==> config.mk <==
export PLATFORM = sky130hd
export DESIGN_NAME = vehicle_light_level_controller_unit
export DESIGN_NICKNAME = d
export VERILOG_FILES = /design/src/sv/vllc_pkg.sv /design/src/sv/vehicle_light_level_controller_unit.sv /design/src/sv/vllc_lamp.sv
export VERILOG_INCLUDE_DIRS = /design/src /design/src/sv
export SDC_FILE = /design/constraint.sdc
export NUM_CORES = 2
export LEC_CHECK = 0
export BUFFER_PORTS_ARGS = -buffer_cell sky130_fd_sc_hd__buf_2
export CAP_MARGIN = 40
export CORE_UTILIZATION = 46
export DETAILED_ROUTE_END_ITERATION = 8
export SLEW_MARGIN = 20
export SYNTH_ARGS = -nofsm -noshare
export SYNTH_HDL_FRONTEND = slang
export SYNTH_SLANG_ARGS = --single-unit
export TNS_END_PERCENT = 100
==> constraint.sdc <==
create_clock -name clk_i -period 24.3 [get_ports clk_i]
set_clock_uncertainty 0.1 [all_clocks]
set_input_delay 1.215 -clock clk_i [delete_from_list [all_inputs] [get_ports clk_i]]
set_output_delay 1.215 -clock clk_i [all_outputs]
set_load 0.01 [all_outputs]
==> src/sv/vehicle_light_level_controller_unit_assert.svh <==
// assertion macros for the vehicle light level controller
`ifndef VEHICLE_LIGHT_LEVEL_CONTROLLER_UNIT_ASSERT_SVH
`define VEHICLE_LIGHT_LEVEL_CONTROLLER_UNIT_ASSERT_SVH

// same-cycle implication on clk_i, off during reset
`define VLLC_ASSERT_NOW(label, ante, cons) \
  label: assert property (@(posedge clk_i) disable iff (!rst_ni) (ante) |-> (cons)) \
    else $error("vllc check failed");

// next-cycle implication on clk_i, off during reset
`define VLLC_ASSERT_NEXT(label, ante, cons) \
  label: assert property (@(posedge clk_i) disable iff (!rst_ni) (ante) |=> (cons)) \
    else $error("vllc check failed");

`endif

==> src/sv/vllc_pkg.sv <==
// shared types and constants of the vehicle light level controller
`timescale 1ns / 1ps
`default_nettype none

package vllc_pkg;

  localparam int unsigned NUM_LAMPS            = 4;
  localparam int unsigned LEVEL_W              = 8;
  localparam int unsigned STICK_SPAN           = 100;
  localparam int unsigned BREATH_PERIOD_MS_DEF = 1000;

  typedef enum logic [2:0] {
    MODE_OFF       = 3'd0,
    MODE_STEER_MIX = 3'd1,
    MODE_THROTTLE  = 3'd2,
    MODE_BREATH    = 3'd3,
    MODE_ALL_LOW   = 3'd4,
    MODE_ALL_HIGH  = 3'd5
  } mode_e;

  typedef enum logic [2:0] {
    CFG_MODE        = 3'd0,
    CFG_THRESHOLD   = 3'd1,
    CFG_FADE_STEP   = 3'd2,
    CFG_LOW_LEVELS  = 3'd3,
    CFG_HIGH_LEVELS = 3'd4
  } cfg_idx_e;

  typedef enum logic [1:0] {
    CLS_IDLE = 2'd0,
    CLS_POS  = 2'd1,
    CLS_NEG  = 2'd2
  } cls_e;

  typedef struct packed {
    logic tgt_en;
    logic lvl_en;
    logic breath;
  } lamp_ctl_t;

endpackage

`default_nettype wire

==> src/sv/vehicle_light_level_controller_unit.sv <==
// top level of the vehicle light level controller
// Takes one control tick per beat and returns the four faded lamp levels for it.
// A new tick is taken every clock cycle unless a stalled output holds input back,
// which it does only once all four stages are full: input register, stick classing
// and remap multiply, constant divide by reciprocal multiply in each lamp, fade
// into the level register. Stick classes, breathing timer and lamp levels are
// carried from tick to tick. The user must write configuration through the cfg
// port while no tick is in flight; the block itself does not enforce this.
`timescale 1ns / 1ps
`default_nettype none

module vehicle_light_level_controller_unit #(
  parameter int unsigned BreathPeriodMs = vllc_pkg::BREATH_PERIOD_MS_DEF
) (
  input  logic        clk_i,
  input  logic        rst_ni,
  input  logic        cfg_we_i,
  input  logic [2:0]  cfg_idx_i,
  input  logic [31:0] cfg_wdata_i,
  input  logic        s_axis_tvalid,
  output logic        s_axis_tready,
  // steer_position [7:0], throttle_position [15:8], time_ms [47:16]
  input  logic [47:0] s_axis_tdata,
  // steer_present [0]
  input  logic        s_axis_tuser,
  output logic        m_axis_tvalid,
  input  logic        m_axis_tready,
  // front_left [7:0], rear_left [15:8], rear_right [23:16], front_right [31:24]
  output logic [31:0] m_axis_tdata
);
  import vllc_pkg::*;

  `include "vehicle_light_level_controller_unit_assert.svh"

  localparam int unsigned DiffW = $clog2(BreathPeriodMs + 1);
  localparam int unsigned XW    = (DiffW + 1 > 10) ? DiffW + 1 : 10;
  localparam int unsigned ProdW = XW + 9;
  localparam int unsigned FL    = 0;
  localparam int unsigned RL    = 1;
  localparam int unsigned RR    = 2;
  localparam int unsigned FR    = 3;

  // configuration
  logic [2:0]           mode_q;
  logic [6:0]           thr_q;
  logic [LEVEL_W-1:0]   fade_step_q;
  logic [31:0]          low_levels_q, high_levels_q;

  always_ff @(posedge clk_i or negedge rst_ni) begin
    if (!rst_ni) begin
      mode_q        <= MODE_STEER_MIX;
      thr_q         <= 7'd10;
      fade_step_q   <= 8'd5;
      low_levels_q  <= '0;
      high_levels_q <= '1;
    end else if (cfg_we_i) begin
      case (cfg_idx_i)
        CFG_MODE:        mode_q        <= cfg_wdata_i[2:0];
        CFG_THRESHOLD:   thr_q         <= cfg_wdata_i[6:0];
        CFG_FADE_STEP:   fade_step_q   <= cfg_wdata_i[7:0];
        CFG_LOW_LEVELS:  low_levels_q  <= cfg_wdata_i;
        CFG_HIGH_LEVELS: high_levels_q <= cfg_wdata_i;
        default: ;
      endcase
    end
  end

  // pipeline handshake
  logic v0_q, v1_q, v2_q, v3_q;
  logic ready0, ready1, ready2, ready3;
  logic move0, move1, move2, move3;

  assign ready3 = !v3_q || m_axis_tready;
  assign ready2 = !v2_q || ready3;
  assign ready1 = !v1_q || ready2;
  assign ready0 = !v0_q || ready1;
  assign move0  = s_axis_tvalid && ready0;
  assign move1  = v0_q && ready1;
  assign move2  = v1_q && ready2;
  assign move3  = v2_q && ready3;

  always_ff @(posedge clk_i or negedge rst_ni) begin
    if (!rst_ni) begin
      v0_q <= 1'b0;
      v1_q <= 1'b0;
      v2_q <= 1'b0;
      v3_q <= 1'b0;
    end else begin
      if (ready0) v0_q <= s_axis_tvalid;
      if (ready1) v1_q <= v0_q;
      if (ready2) v2_q <= v1_q;
      if (ready3) v3_q <= v2_q;
    end
  end

  assign s_axis_tready = ready0;
  assign m_axis_tvalid = v3_q;

  // input register
  logic signed [7:0] steer_q, throttle_q;
  logic              present_q;
  logic [31:0]       now_q;

  always_ff @(posedge clk_i) begin
    if (move0) begin
      steer_q    <= s_axis_tdata[7:0];
      throttle_q <= s_axis_tdata[15:8];
      now_q      <= s_axis_tdata[47:16];
      present_q  <= s_axis_tuser;
    end
  end

  // stick classing, reclassed only when the position moves
  logic signed [7:0] steer_prev_q, throttle_prev_q;
  cls_e              steer_cls_q, throttle_cls_q, steer_cls_d, throttle_cls_d;
  logic signed [8:0] thr_s, steer9, throttle9;

  assign thr_s     = $signed({2'b00, thr_q});
  assign steer9    = 9'(steer_q);
  assign throttle9 = 9'(throttle_q);

  always_comb begin
    steer_cls_d = steer_cls_q;
    if (steer_q != steer_prev_q) begin
      steer_cls_d = CLS_IDLE;
      if (steer9 > thr_s)  steer_cls_d = CLS_POS;
      if (steer9 < -thr_s) steer_cls_d = CLS_NEG;
    end
    throttle_cls_d = throttle_cls_q;
    if (throttle_q != throttle_prev_q) begin
      throttle_cls_d = CLS_IDLE;
      if (throttle9 > thr_s)  throttle_cls_d = CLS_POS;
      if (throttle9 < -thr_s) throttle_cls_d = CLS_NEG;
    end
  end

  // breathing timer
  logic        breath_started_q, breath_falling_q;
  logic [31:0] breath_start_q;
  logic [31:0] b_start, b_start_d, elapsed;
  logic        b_fall, b_fall_d, b_flip;
  logic [DiffW-1:0] b_diff;

  always_comb begin
    b_start   = breath_started_q ? breath_start_q : now_q;
    b_fall    = breath_started_q ? breath_falling_q : 1'b0;
    elapsed   = now_q - b_start;
    b_flip    = elapsed > 32'(BreathPeriodMs);
    b_start_d = b_flip ? now_q : b_start;
    b_fall_d  = b_fall ^ b_flip;
    b_diff    = b_flip ? '0 : elapsed[DiffW-1:0];
  end

  always_ff @(posedge clk_i or negedge rst_ni) begin
    if (!rst_ni) begin
      steer_prev_q     <= '0;
      throttle_prev_q  <= '0;
      steer_cls_q      <= CLS_IDLE;
      throttle_cls_q   <= CLS_IDLE;
      breath_started_q <= 1'b0;
      breath_falling_q <= 1'b0;
      breath_start_q   <= '0;
    end else if (move1) begin
      steer_prev_q    <= steer_q;
      throttle_prev_q <= throttle_q;
      steer_cls_q     <= steer_cls_d;
      throttle_cls_q  <= throttle_cls_d;
      if (mode_q == MODE_BREATH) begin
        breath_started_q <= 1'b1;
        breath_falling_q <= b_fall_d;
        breath_start_q   <= b_start_d;
      end
    end
  end

  // remap terms: target = x * y / divisor + c
  logic [LEVEL_W-1:0]     lo_lvl [NUM_LAMPS];
  logic [LEVEL_W-1:0]     hi_lvl [NUM_LAMPS];
  logic signed [9:0]      lo10 [NUM_LAMPS];
  logic signed [9:0]      hi10 [NUM_LAMPS];
  logic signed [9:0]      s10, t10, s_off, t_off;
  logic signed [XW-1:0]   x_c [NUM_LAMPS];
  logic signed [9:0]      y_c [NUM_LAMPS];
  logic signed [8:0]      c_c [NUM_LAMPS];
  logic signed [XW+9:0]   prod_full [NUM_LAMPS];

  assign s10   = 10'(steer_q);
  assign t10   = 10'(throttle_q);
  assign s_off = s10 + 10'sd100;
  assign t_off = t10 + 10'sd100;

  always_comb begin
    for (int i = 0; i < NUM_LAMPS; i++) begin
      lo_lvl[i] = low_levels_q[LEVEL_W*i +: LEVEL_W];
      hi_lvl[i] = high_levels_q[LEVEL_W*i +: LEVEL_W];
      lo10[i]   = $signed({2'b00, lo_lvl[i]});
      hi10[i]   = $signed({2'b00, hi_lvl[i]});
      x_c[i]    = '0;
      y_c[i]    = '0;
      c_c[i]    = $signed({1'b0, lo_lvl[i]});
    end
    case (mode_q)
      MODE_STEER_MIX, MODE_THROTTLE: begin
        if (mode_q == MODE_STEER_MIX && present_q) begin
          if (throttle_cls_d == CLS_POS) begin
            if (steer_cls_d == CLS_POS) begin
              x_c[FL] = XW'(t10);
              y_c[FL] = hi10[FL] - lo10[FL];
              x_c[FR] = XW'(s10);
              y_c[FR] = hi10[FR] - t10;
              c_c[FR] = throttle9;
            end else if (steer_cls_d == CLS_NEG) begin
              x_c[FL] = XW'(s_off);
              y_c[FL] = t10 - hi10[FL];
              c_c[FL] = $signed({1'b0, hi_lvl[FL]});
              x_c[FR] = XW'(t10);
              y_c[FR] = hi10[FR] - lo10[FR];
            end else begin
              x_c[FL] = XW'(t10);
              y_c[FL] = hi10[FL] - lo10[FL];
              x_c[FR] = XW'(t10);
              y_c[FR] = hi10[FR] - lo10[FR];
            end
          end else begin
            if (steer_cls_d == CLS_POS) begin
              x_c[FR] = XW'(s10);
              y_c[FR] = hi10[FR] - lo10[FR];
            end else if (steer_cls_d == CLS_NEG) begin
              x_c[FL] = XW'(s_off);
              y_c[FL] = lo10[FL] - hi10[FL];
              c_c[FL] = $signed({1'b0, hi_lvl[FL]});
            end
            if (throttle_cls_d == CLS_NEG) begin
              x_c[RL] = XW'(t_off);
              y_c[RL] = lo10[RL] - hi10[RL];
              c_c[RL] = $signed({1'b0, hi_lvl[RL]});
              x_c[RR] = XW'(t_off);
              y_c[RR] = lo10[RR] - hi10[RR];
              c_c[RR] = $signed({1'b0, hi_lvl[RR]});
            end
          end
        end else begin
          if (throttle_cls_d == CLS_POS) begin
            x_c[FL] = XW'(t10);
            y_c[FL] = hi10[FL] - lo10[FL];
            x_c[FR] = XW'(t10);
            y_c[FR] = hi10[FR] - lo10[FR];
          end else if (throttle_cls_d == CLS_NEG) begin
            x_c[RL] = XW'(t_off);
            y_c[RL] = lo10[RL] - hi10[RL];
            c_c[RL] = $signed({1'b0, hi_lvl[RL]});
            x_c[RR] = XW'(t_off);
            y_c[RR] = lo10[RR] - hi10[RR];
            c_c[RR] = $signed({1'b0, hi_lvl[RR]});
          end
        end
      end
      MODE_BREATH: begin
        for (int i = 0; i < NUM_LAMPS; i++) begin
          x_c[i] = XW'(b_diff);
          if (b_fall_d) begin
            y_c[i] = lo10[i] - hi10[i];
            c_c[i] = $signed({1'b0, hi_lvl[i]});
          end else begin
            y_c[i] = hi10[i] - lo10[i];
          end
        end
      end
      MODE_ALL_LOW: ;
      MODE_ALL_HIGH: begin
        for (int i = 0; i < NUM_LAMPS; i++) begin
          c_c[i] = $signed({1'b0, hi_lvl[i]});
        end
      end
      default: begin
        for (int i = 0; i < NUM_LAMPS; i++) begin
          c_c[i] = '0;
        end
      end
    endcase
    for (int i = 0; i < NUM_LAMPS; i++) begin
      prod_full[i] = x_c[i] * y_c[i];
    end
  end

  // product register
  logic signed [ProdW-1:0] prod_q [NUM_LAMPS];
  logic signed [8:0]       c_q [NUM_LAMPS];
  logic                    breath_q;

  always_ff @(posedge clk_i) begin
    if (move1) begin
      for (int i = 0; i < NUM_LAMPS; i++) begin
        prod_q[i] <= prod_full[i][ProdW-1:0];
        c_q[i]    <= c_c[i];
      end
      breath_q <= (mode_q == MODE_BREATH);
    end
  end

  // lamps
  lamp_ctl_t          lamp_ctl;
  logic [LEVEL_W-1:0] level [NUM_LAMPS];

  assign lamp_ctl.tgt_en = move2;
  assign lamp_ctl.lvl_en = move3;
  assign lamp_ctl.breath = breath_q;

  for (genvar g = 0; g < NUM_LAMPS; g++) begin : g_lamp
    vllc_lamp #(
      .BreathPeriodMs(BreathPeriodMs),
      .ProdW         (ProdW)
    ) u_lamp (
      .clk_i       (clk_i),
      .rst_ni      (rst_ni),
      .ctl_i       (lamp_ctl),
      .prod_i      (prod_q[g]),
      .offset_i    (c_q[g]),
      .fade_step_i (fade_step_q),
      .high_level_i(high_levels_q[LEVEL_W*g +: LEVEL_W]),
      .level_o     (level[g])
    );
  end

  assign m_axis_tdata = {level[FR], level[RR], level[RL], level[FL]};

  `VLLC_ASSERT_NEXT(a_stage2_holds, v2_q && !ready3, v2_q)
  `VLLC_ASSERT_NOW(a_full_blocks, v0_q && v1_q && v2_q && v3_q && !m_axis_tready, !s_axis_tready)
  `VLLC_ASSERT_NEXT(a_result_follows, move3, m_axis_tvalid)
  `VLLC_ASSERT_NEXT(a_breath_sticky, breath_started_q, breath_started_q)

endmodule

`default_nettype wire

==> src/sv/vllc_lamp.sv <==
// one lamp: constant divide of the remap product, then fade of the stored level
`timescale 1ns / 1ps
`default_nettype none

module vllc_lamp #(
  parameter int unsigned BreathPeriodMs = vllc_pkg::BREATH_PERIOD_MS_DEF,
  parameter int unsigned ProdW          = 19
) (
  input  logic                        clk_i,
  input  logic                        rst_ni,
  input  vllc_pkg::lamp_ctl_t         ctl_i,
  input  logic signed [ProdW-1:0]     prod_i,
  input  logic signed [8:0]           offset_i,
  input  logic [vllc_pkg::LEVEL_W-1:0] fade_step_i,
  input  logic [vllc_pkg::LEVEL_W-1:0] high_level_i,
  output logic [vllc_pkg::LEVEL_W-1:0] level_o
);
  import vllc_pkg::*;

  localparam int unsigned MagW        = ProdW - 1;
  localparam int unsigned RecW        = MagW + 1;
  localparam int unsigned MulW        = 2 * MagW + 1;
  localparam int unsigned QuotW       = 10;
  localparam int unsigned ShiftSpan   = MagW + $clog2(STICK_SPAN);
  localparam int unsigned ShiftBreath = MagW + $clog2(BreathPeriodMs);
  localparam longint unsigned RecSpan =
    ((64'd1 << ShiftSpan) + STICK_SPAN - 1) / STICK_SPAN;
  localparam longint unsigned RecBreath =
    ((64'd1 << ShiftBreath) + BreathPeriodMs - 1) / BreathPeriodMs;

  logic [MagW:0]             neg_prod;
  logic [MagW-1:0]           mag;
  logic [RecW-1:0]           rec;
  logic [MulW-1:0]           mul;
  logic [QuotW-1:0]          quot;
  logic signed [QuotW:0]     quot_s;
  logic signed [11:0]        tgt_d, tgt_q;
  logic [LEVEL_W:0]          up_sum;
  logic [LEVEL_W-1:0]        up_lvl, level_d, level_q;

  // truncating signed divide by reciprocal multiply on the magnitude
  assign neg_prod = -prod_i;
  assign mag      = prod_i[MagW] ? neg_prod[MagW-1:0] : prod_i[MagW-1:0];
  assign rec      = ctl_i.breath ? RecW'(RecBreath) : RecW'(RecSpan);
  assign mul      = MulW'(mag) * MulW'(rec);
  assign quot     = ctl_i.breath ? mul[ShiftBreath +: QuotW] : mul[ShiftSpan +: QuotW];
  assign quot_s   = prod_i[MagW] ? -$signed({1'b0, quot}) : $signed({1'b0, quot});
  assign tgt_d    = 12'(quot_s) + 12'(offset_i);

  always_ff @(posedge clk_i) begin
    if (ctl_i.tgt_en) begin
      tgt_q <= tgt_d;
    end
  end

  // fade up with cap, then fade down with floor, both in one tick
  always_comb begin
    up_sum = {1'b0, level_q} + {1'b0, fade_step_i};
    up_lvl = level_q;
    if (tgt_q > $signed({4'b0000, level_q})) begin
      up_lvl = (up_sum > {1'b0, high_level_i}) ? high_level_i : up_sum[LEVEL_W-1:0];
    end
    level_d = up_lvl;
    if (tgt_q < $signed({4'b0000, up_lvl})) begin
      level_d = (up_lvl < fade_step_i) ? '0 : up_lvl - fade_step_i;
    end
  end

  always_ff @(posedge clk_i or negedge rst_ni) begin
    if (!rst_ni) begin
      level_q <= '0;
    end else if (ctl_i.lvl_en) begin
      level_q <= level_d;
    end
  end

  assign level_o = level_q;

endmodule

`default_nettype wire

---- After elaboration in Yosys (flattened, before gate mapping) ----
Memory sizes are Yosys's and may differ from the RTL's.
Cells that the tools add are included.
Widths: inputs -> output; s select.
cells by class
  multiplexer cells ....................... 85
  equal/unequal tests ..................... 15
  bitwise logic cells ..................... 1
  magnitude comparators ................... 21
  multipliers ............................. 8
  reduce and logical (&&, ||, !) cells .... 21
  add/sub/neg operators ................... 34
operators with widths
  operator          count
  $mux 10           19
  $mux 8            22
  $mul 19x20->39    4
  $pmux 36 s4       1
  $mux 11           13
  $pmux 44 s2       1
  $mul 11x10->20    4
  $pmux 40 s2       1
  $mux 19           4
  $neg 19->19       4
  $sub 8x8->9       8
  $mux 32           2
  $add 11x9->12     4
  $gt 12x9->1       4
  $lt 12x9->1       4
  $mux 22           2
  $mux 44           1
  $neg 10->11       4
  $mux 20           2
  $mux 40           1
  $add 8x8->9       4
  $gt 9x8->1        4
  $mux 18           2
  $mux 9            4
  other kinds (26)  66
word-level totals
  RAM bits ................................ 116
  output and inout bits ................... 34
  bits in registers ....................... 270
  memories ................................ 2
memories
  name    depth  width  read ports  clocked after memory_dff  wr ports  RTL line                                    text
  prod_q  4      20     4           0                         4         vehicle_light_level_controller_unit.sv:287  logic signed [ProdW-1:0] prod_q [NUM_LAMPS];
  c_q     4      9      4           0                         4         vehicle_light_level_controller_unit.sv:288  logic signed [8:0] c_q [NUM_LAMPS];

---- Logic depth before layout (Yosys ltp) ----
  depth in word-level cells ............... 11
  depth in mapped cells ................... 48

---- Cells and area by module ----
Synthesis repeated with hierarchy kept, for this count alone.
second synthesis, totals
  cells, all modules ...................... 9,019
  area total of the unflattened synthesis .. 81,590.8 um^2
by module, submodules not included
  module                               cells each  sequential area each (um^2)  times used  area each (um^2)
  vehicle_light_level_controller_unit  3,752       8,444.3                      1           35,316.4
  vllc_lamp (g_lamp[3].u_lamp)         1,334       560.5                        1           11,695.0
  vllc_lamp (g_lamp[2].u_lamp)         1,320       560.5                        1           11,621.1
  vllc_lamp (g_lamp[1].u_lamp)         1,316       560.5                        1           11,503.5
  vllc_lamp (g_lamp[0].u_lamp)         1,297       560.5                        1           11,454.7

---- Least setup slack after synthesis ----
Ideal clock, no wire load.
  path kind ............................... reg2reg
  start ................................... register breath_q
  end ..................................... register g_lamp[0].u_lamp.tgt_q[10] (data pin)
  stages on the path, launching flop included .. 43
  arrival time ............................ 10.630 ns
  path slack .............................. 13.403 ns
  cell sequence ........................... edfxtp_1 -> buf_2 -> buf_1 -> clkbuf_1 -> clkbuf_1 -> buf_1 -> buf_1 -> clkbuf_1 -> clkbuf_1 -> buf_1 -> nor2_1 -> fa_1 -> inv_1 -> fa_1 -> inv_1 -> fa_1 -> inv_1 -> fa_1 -> (+7 left out) -> a2111oi_0 -> a2111oi_1 -> xnor2_1 -> mux2_2 -> inv_1 -> ha_1 -> mux2_2 -> fa_1 -> a21o_1 -> a21oi_1 -> o21bai_1 -> a21oi_1 -> o21bai_1 -> a21oi_1 -> inv_1 -> o2111ai_1 -> a31oi_1 -> a211oi_1
on the way
  cells in the longest elaborated chain, start to end .. 6
RTL lines
  element                         RTL line                                    text
  start: declaration              vehicle_light_level_controller_unit.sv:289  logic breath_q;
  start signal: assignment        vehicle_light_level_controller_unit.sv:297  breath_q <= (mode_q == MODE_BREATH);
  $mux 18                         vllc_lamp.sv:44                             assign rec = ctl_i.breath ? RecW'(RecBreath) : RecW'(RecSpan);
  $mul 19x20->39                  vllc_lamp.sv:45                             assign mul = MulW'(mag) * MulW'(rec);
  $mux 10 *                       vllc_lamp.sv:46                             assign quot = ctl_i.breath ? mul[ShiftBreath +: QuotW] : mul[ShiftSpan +: QuotW];
  $neg 10->11                     vllc_lamp.sv:47                             assign quot_s = prod_i[MagW] ? -$signed({1'b0, quot}) : $signed({1'b0, quot});
  $mux 11 *                       vllc_lamp.sv:47
  $add 11x9->12 *                 vllc_lamp.sv:48                             assign tgt_d = 12'(quot_s) + 12'(offset_i);
  net g_lamp[0].u_lamp.tgt_d[10]  vllc_lamp.sv:37                             logic signed [11:0] tgt_d, tgt_q;
  end signal: assignment          vllc_lamp.sv:52                             tgt_q <= tgt_d;
  end: declaration                vllc_lamp.sv:37
Mark *: on every way through the listed nets, which the timed path passes. The rest lies on a longest branch.
A chain may end at the register's enable or synchronous reset.

==> impl_metrics.tcl <==
set metrics [dict create \
    cts-resized-gates 0 \
    insertion_delay_ps 640 \
    reg2reg_from "breath_started_q" \
    clock_path_buffers 3 \
    vias_per_cell 5.397 \
    rrSetupSlack_ps 12140 \
    pin_count 123 \
    reg2reg_to "prod_q[1][19]" \
    synth_top_cell_by_area "fa_1" \
    grt_pass1_wl_um 354100 \
    initial_core_util_pct 46.39 \
    hold_depth 1 \
    core_um2 171700 \
    cp.required_ps 24560 \
    setup_viol 0 \
    layout_min_cycle_time_ps 12160 \
    ys_ff_latch 383 \
    critPathSlowestCell "or4_1" \
    hold_viol 0 \
    synth_most_common_cell "inv_1" \
    wl_um 224500 \
    synth_common_cells "inv_1, ha_1, fa_1" \
    cts.sinks 383 \
    cp_max_fo 27 \
    period_share_pct 50.03 \
    startpoint_type "flop" \
    path_common_cell "fa_1" \
    overflow 0 \
    cts_hold_buf 0 \
    rsz0062_at_grt "no" \
    post_drt_wl_per_cell_um 20.12 \
    syn_inst 8673 \
    path_delay_family "compound AO/OA/AOI/OAI gates" \
    min-delay-path-class "flop to flop" \
    cts_tree "yes" \
    antenna_found_initial 24 \
    grt_pass1_vias 61982 \
    die_height_um 418.2 \
    hold_end "breath_start_q[0]" \
    synth.distinct_cells 108 \
    endpoint_kind "flop" \
    status "finished clean" \
    drtIter0Drc 4173 \
    yosysSeqAreaShare_pct 13.41 \
    timing.slew.headroom_pct 38.95 \
    cts_max_level 2 \
    first_pass_iters 5 \
    arrival_ps 12420 \
    worstRegToRegCells 38 \
    drc 0 \
    track_usage_pct 26.09 \
    clock-root-buffer "clkbuf_16" \
    cap_violations 0 \
    final_layout_size_suffix_gt1_share_pct 6.300 \
    max_stage_delay_ps 890 \
    area_growth_pct 6.943 \
    ys.flop_type "edfxtp_1" \
    syn_area_per_cell_um2 9.187 \
    cts.clk_slew.worst_paths_ps 70 \
    hp-start "now_q[0]" \
    worst_pin_slew_ps 909.2 \
    gp_congestion 0.9633 \
    report.final.slew_viol_count 0 \
    max_freq_mhz 82.25 \
    yosys.area.top_type_share_pct 27.29 \
    critical_path_buf_inv_count 5 \
    dieArea_um2 174900 \
    critPathKind "flop to flop" \
    place_hpwl_um 192100 \
    dr_total_vias 60209 \
    ys_warn_count 0 \
    rows 152 \
    synth_area_um2 79680 \
    cp_num_cells 38 \
    synthArstFlopShare_pct 44.91 \
    dieWidth_um 418.2 \
    cts_setup_buffers 0 \
    fin_tns_setup_ps 0 \
    synth_edf_count 211 \
    fin_nets 11259 \
    synth_area_leaders "fa_1, ha_1, inv_1, edfxtp_1, dfrtp_1" \
    ant_nets 0 \
    grt_max_degree 84 \
    portBuffers 122 \
    numCtsBuffers 47 \
]
-- flip-flops by register name (all words and copies together), names as in the netlist, 2 cells and up --
name / count
g_lamp.u_lamp.level_o: 32
steer_cls_q: 2
mode_q: 3
steer_prev_q: 8
prod_q: 80
throttle_prev_q: 8
low_levels_q: 32
fade_step_q: 8
now_q: 32
g_lamp.u_lamp.tgt_q: 48
thr_q: 7
breath_start_q: 32
throttle_q: 8
c_q: 33
high_levels_q: 32
throttle_cls_q: 2
steer_q: 8
-- metrics by stage --
| stage | util, % | cells | hold WS (ps) | instance area, µm² | worst slack, ps |
|---|---|---|---|---|---|
| after floorplan | - | 8695 | 357.2 | 79760 | 13400 |
| after global placement | 48.43 | 11017 | 370.9 | 83170 | 12200 |
| final | 49.62 | 11157 | 383.4 | 85210 | 12140 |
| after CTS | 49.51 | 11132 | 379.5 | 85020 | 12010 |
| after detailed placement | 48.59 | 11045 | 379.9 | 83440 | 12030 |
| after global routing | 49.61 | 11156 | 406.3 | 85200 | 11470 |
-- logic make-up after synthesis --
group                    share of synthesized area (%)
flip-flops                                       13.41
other                                         0.009426
adder cells (fa/ha/maj)                          47.40
buffers and inverters                            10.75
multiplexers                                     2.668
AO/OA/AOI/OAI                                    11.29
AND/OR/NAND/NOR                                  10.06
XOR/XNOR                                         4.403
-- worst reg2reg max path, delay by kind of cell, from the launching register on --
kind / cells / cell delay [ps]
AO/OA/AOI/OAI: 15 / 3710
adder cells (fa/ha/maj): 8 / 3490
AND/OR/NAND/NOR: 7 / 2220
buffers and inverters: 5 / 860
XOR/XNOR: 3 / 800
flip-flops: 1 / 720
-- area by class of cell --
type | instances | area (µm²)
Timing Repair Buffer | 250 | 1653
Inverter | 2076 | 7800
Sequential cell | 383 | 10690
Multi-Input combinational cell | 6045 | 60580
Antenna cell | 6 | 15.01
Clock buffer | 58 | 1227
Fill cell | 16206 | 86530
Tap cell | 2310 | 2890
Clock inverter | 29 | 354.1
-- how the worst max path moves through the flow --
stage                     slack (ps)        startpoint                    endpoint
after detailed placement       12030  breath_started_q               prod_q[1][19]
after global placement         12200  breath_started_q               prod_q[1][19]
after global routing           11470  breath_started_q               prod_q[1][19]
after floorplan                13400          breath_q  g_lamp[0].u_lamp.tgt_q[10]
after CTS                      12010  breath_started_q               prod_q[1][19]
final                          12140  breath_started_q               prod_q[1][19]
-- layout by cell type (no fill, tap or decap), types with 47 or more instances in the layout --
cell type	synthesis	layout
fa_1	1086	1086
nand4_1	59	59
a21o_1	177	177
mux2i_1	104	104
o21a_1	63	63
a21oi_1	329	327
nand2_1	577	577
and2_1	53	51
nor3_1	52	51
nand2b_1	111	111
o21bai_1	76	76
nor2_1	482	482
clkbuf_16	0	47
nor2b_1	61	60
inv_1	2075	2073
buf_2	24	127
mux2_2	95	95
edfxtp_1	211	211
ha_1	1281	1281
xor2_1	137	137
nand3_1	84	84
xnor2_1	254	252
dfrtp_1	135	134
o21ai_0	275	275
buf_4	1	102
-- routing by layer --
layer / share of wire [%] / wire length, µm / GRT usage, %
met5: 0 / 0 / 0
met4: 3.2 / 7178 / 7.463
met3: 6.0 / 13460 / 3.357
met2: 44 / 98780 / 40.70
met1: 47 / 105000 / 37.78
Power is left out: the tool's default activity adds up to more than one toggle a clock period on the data nets, which glitch-free logic cannot reach.
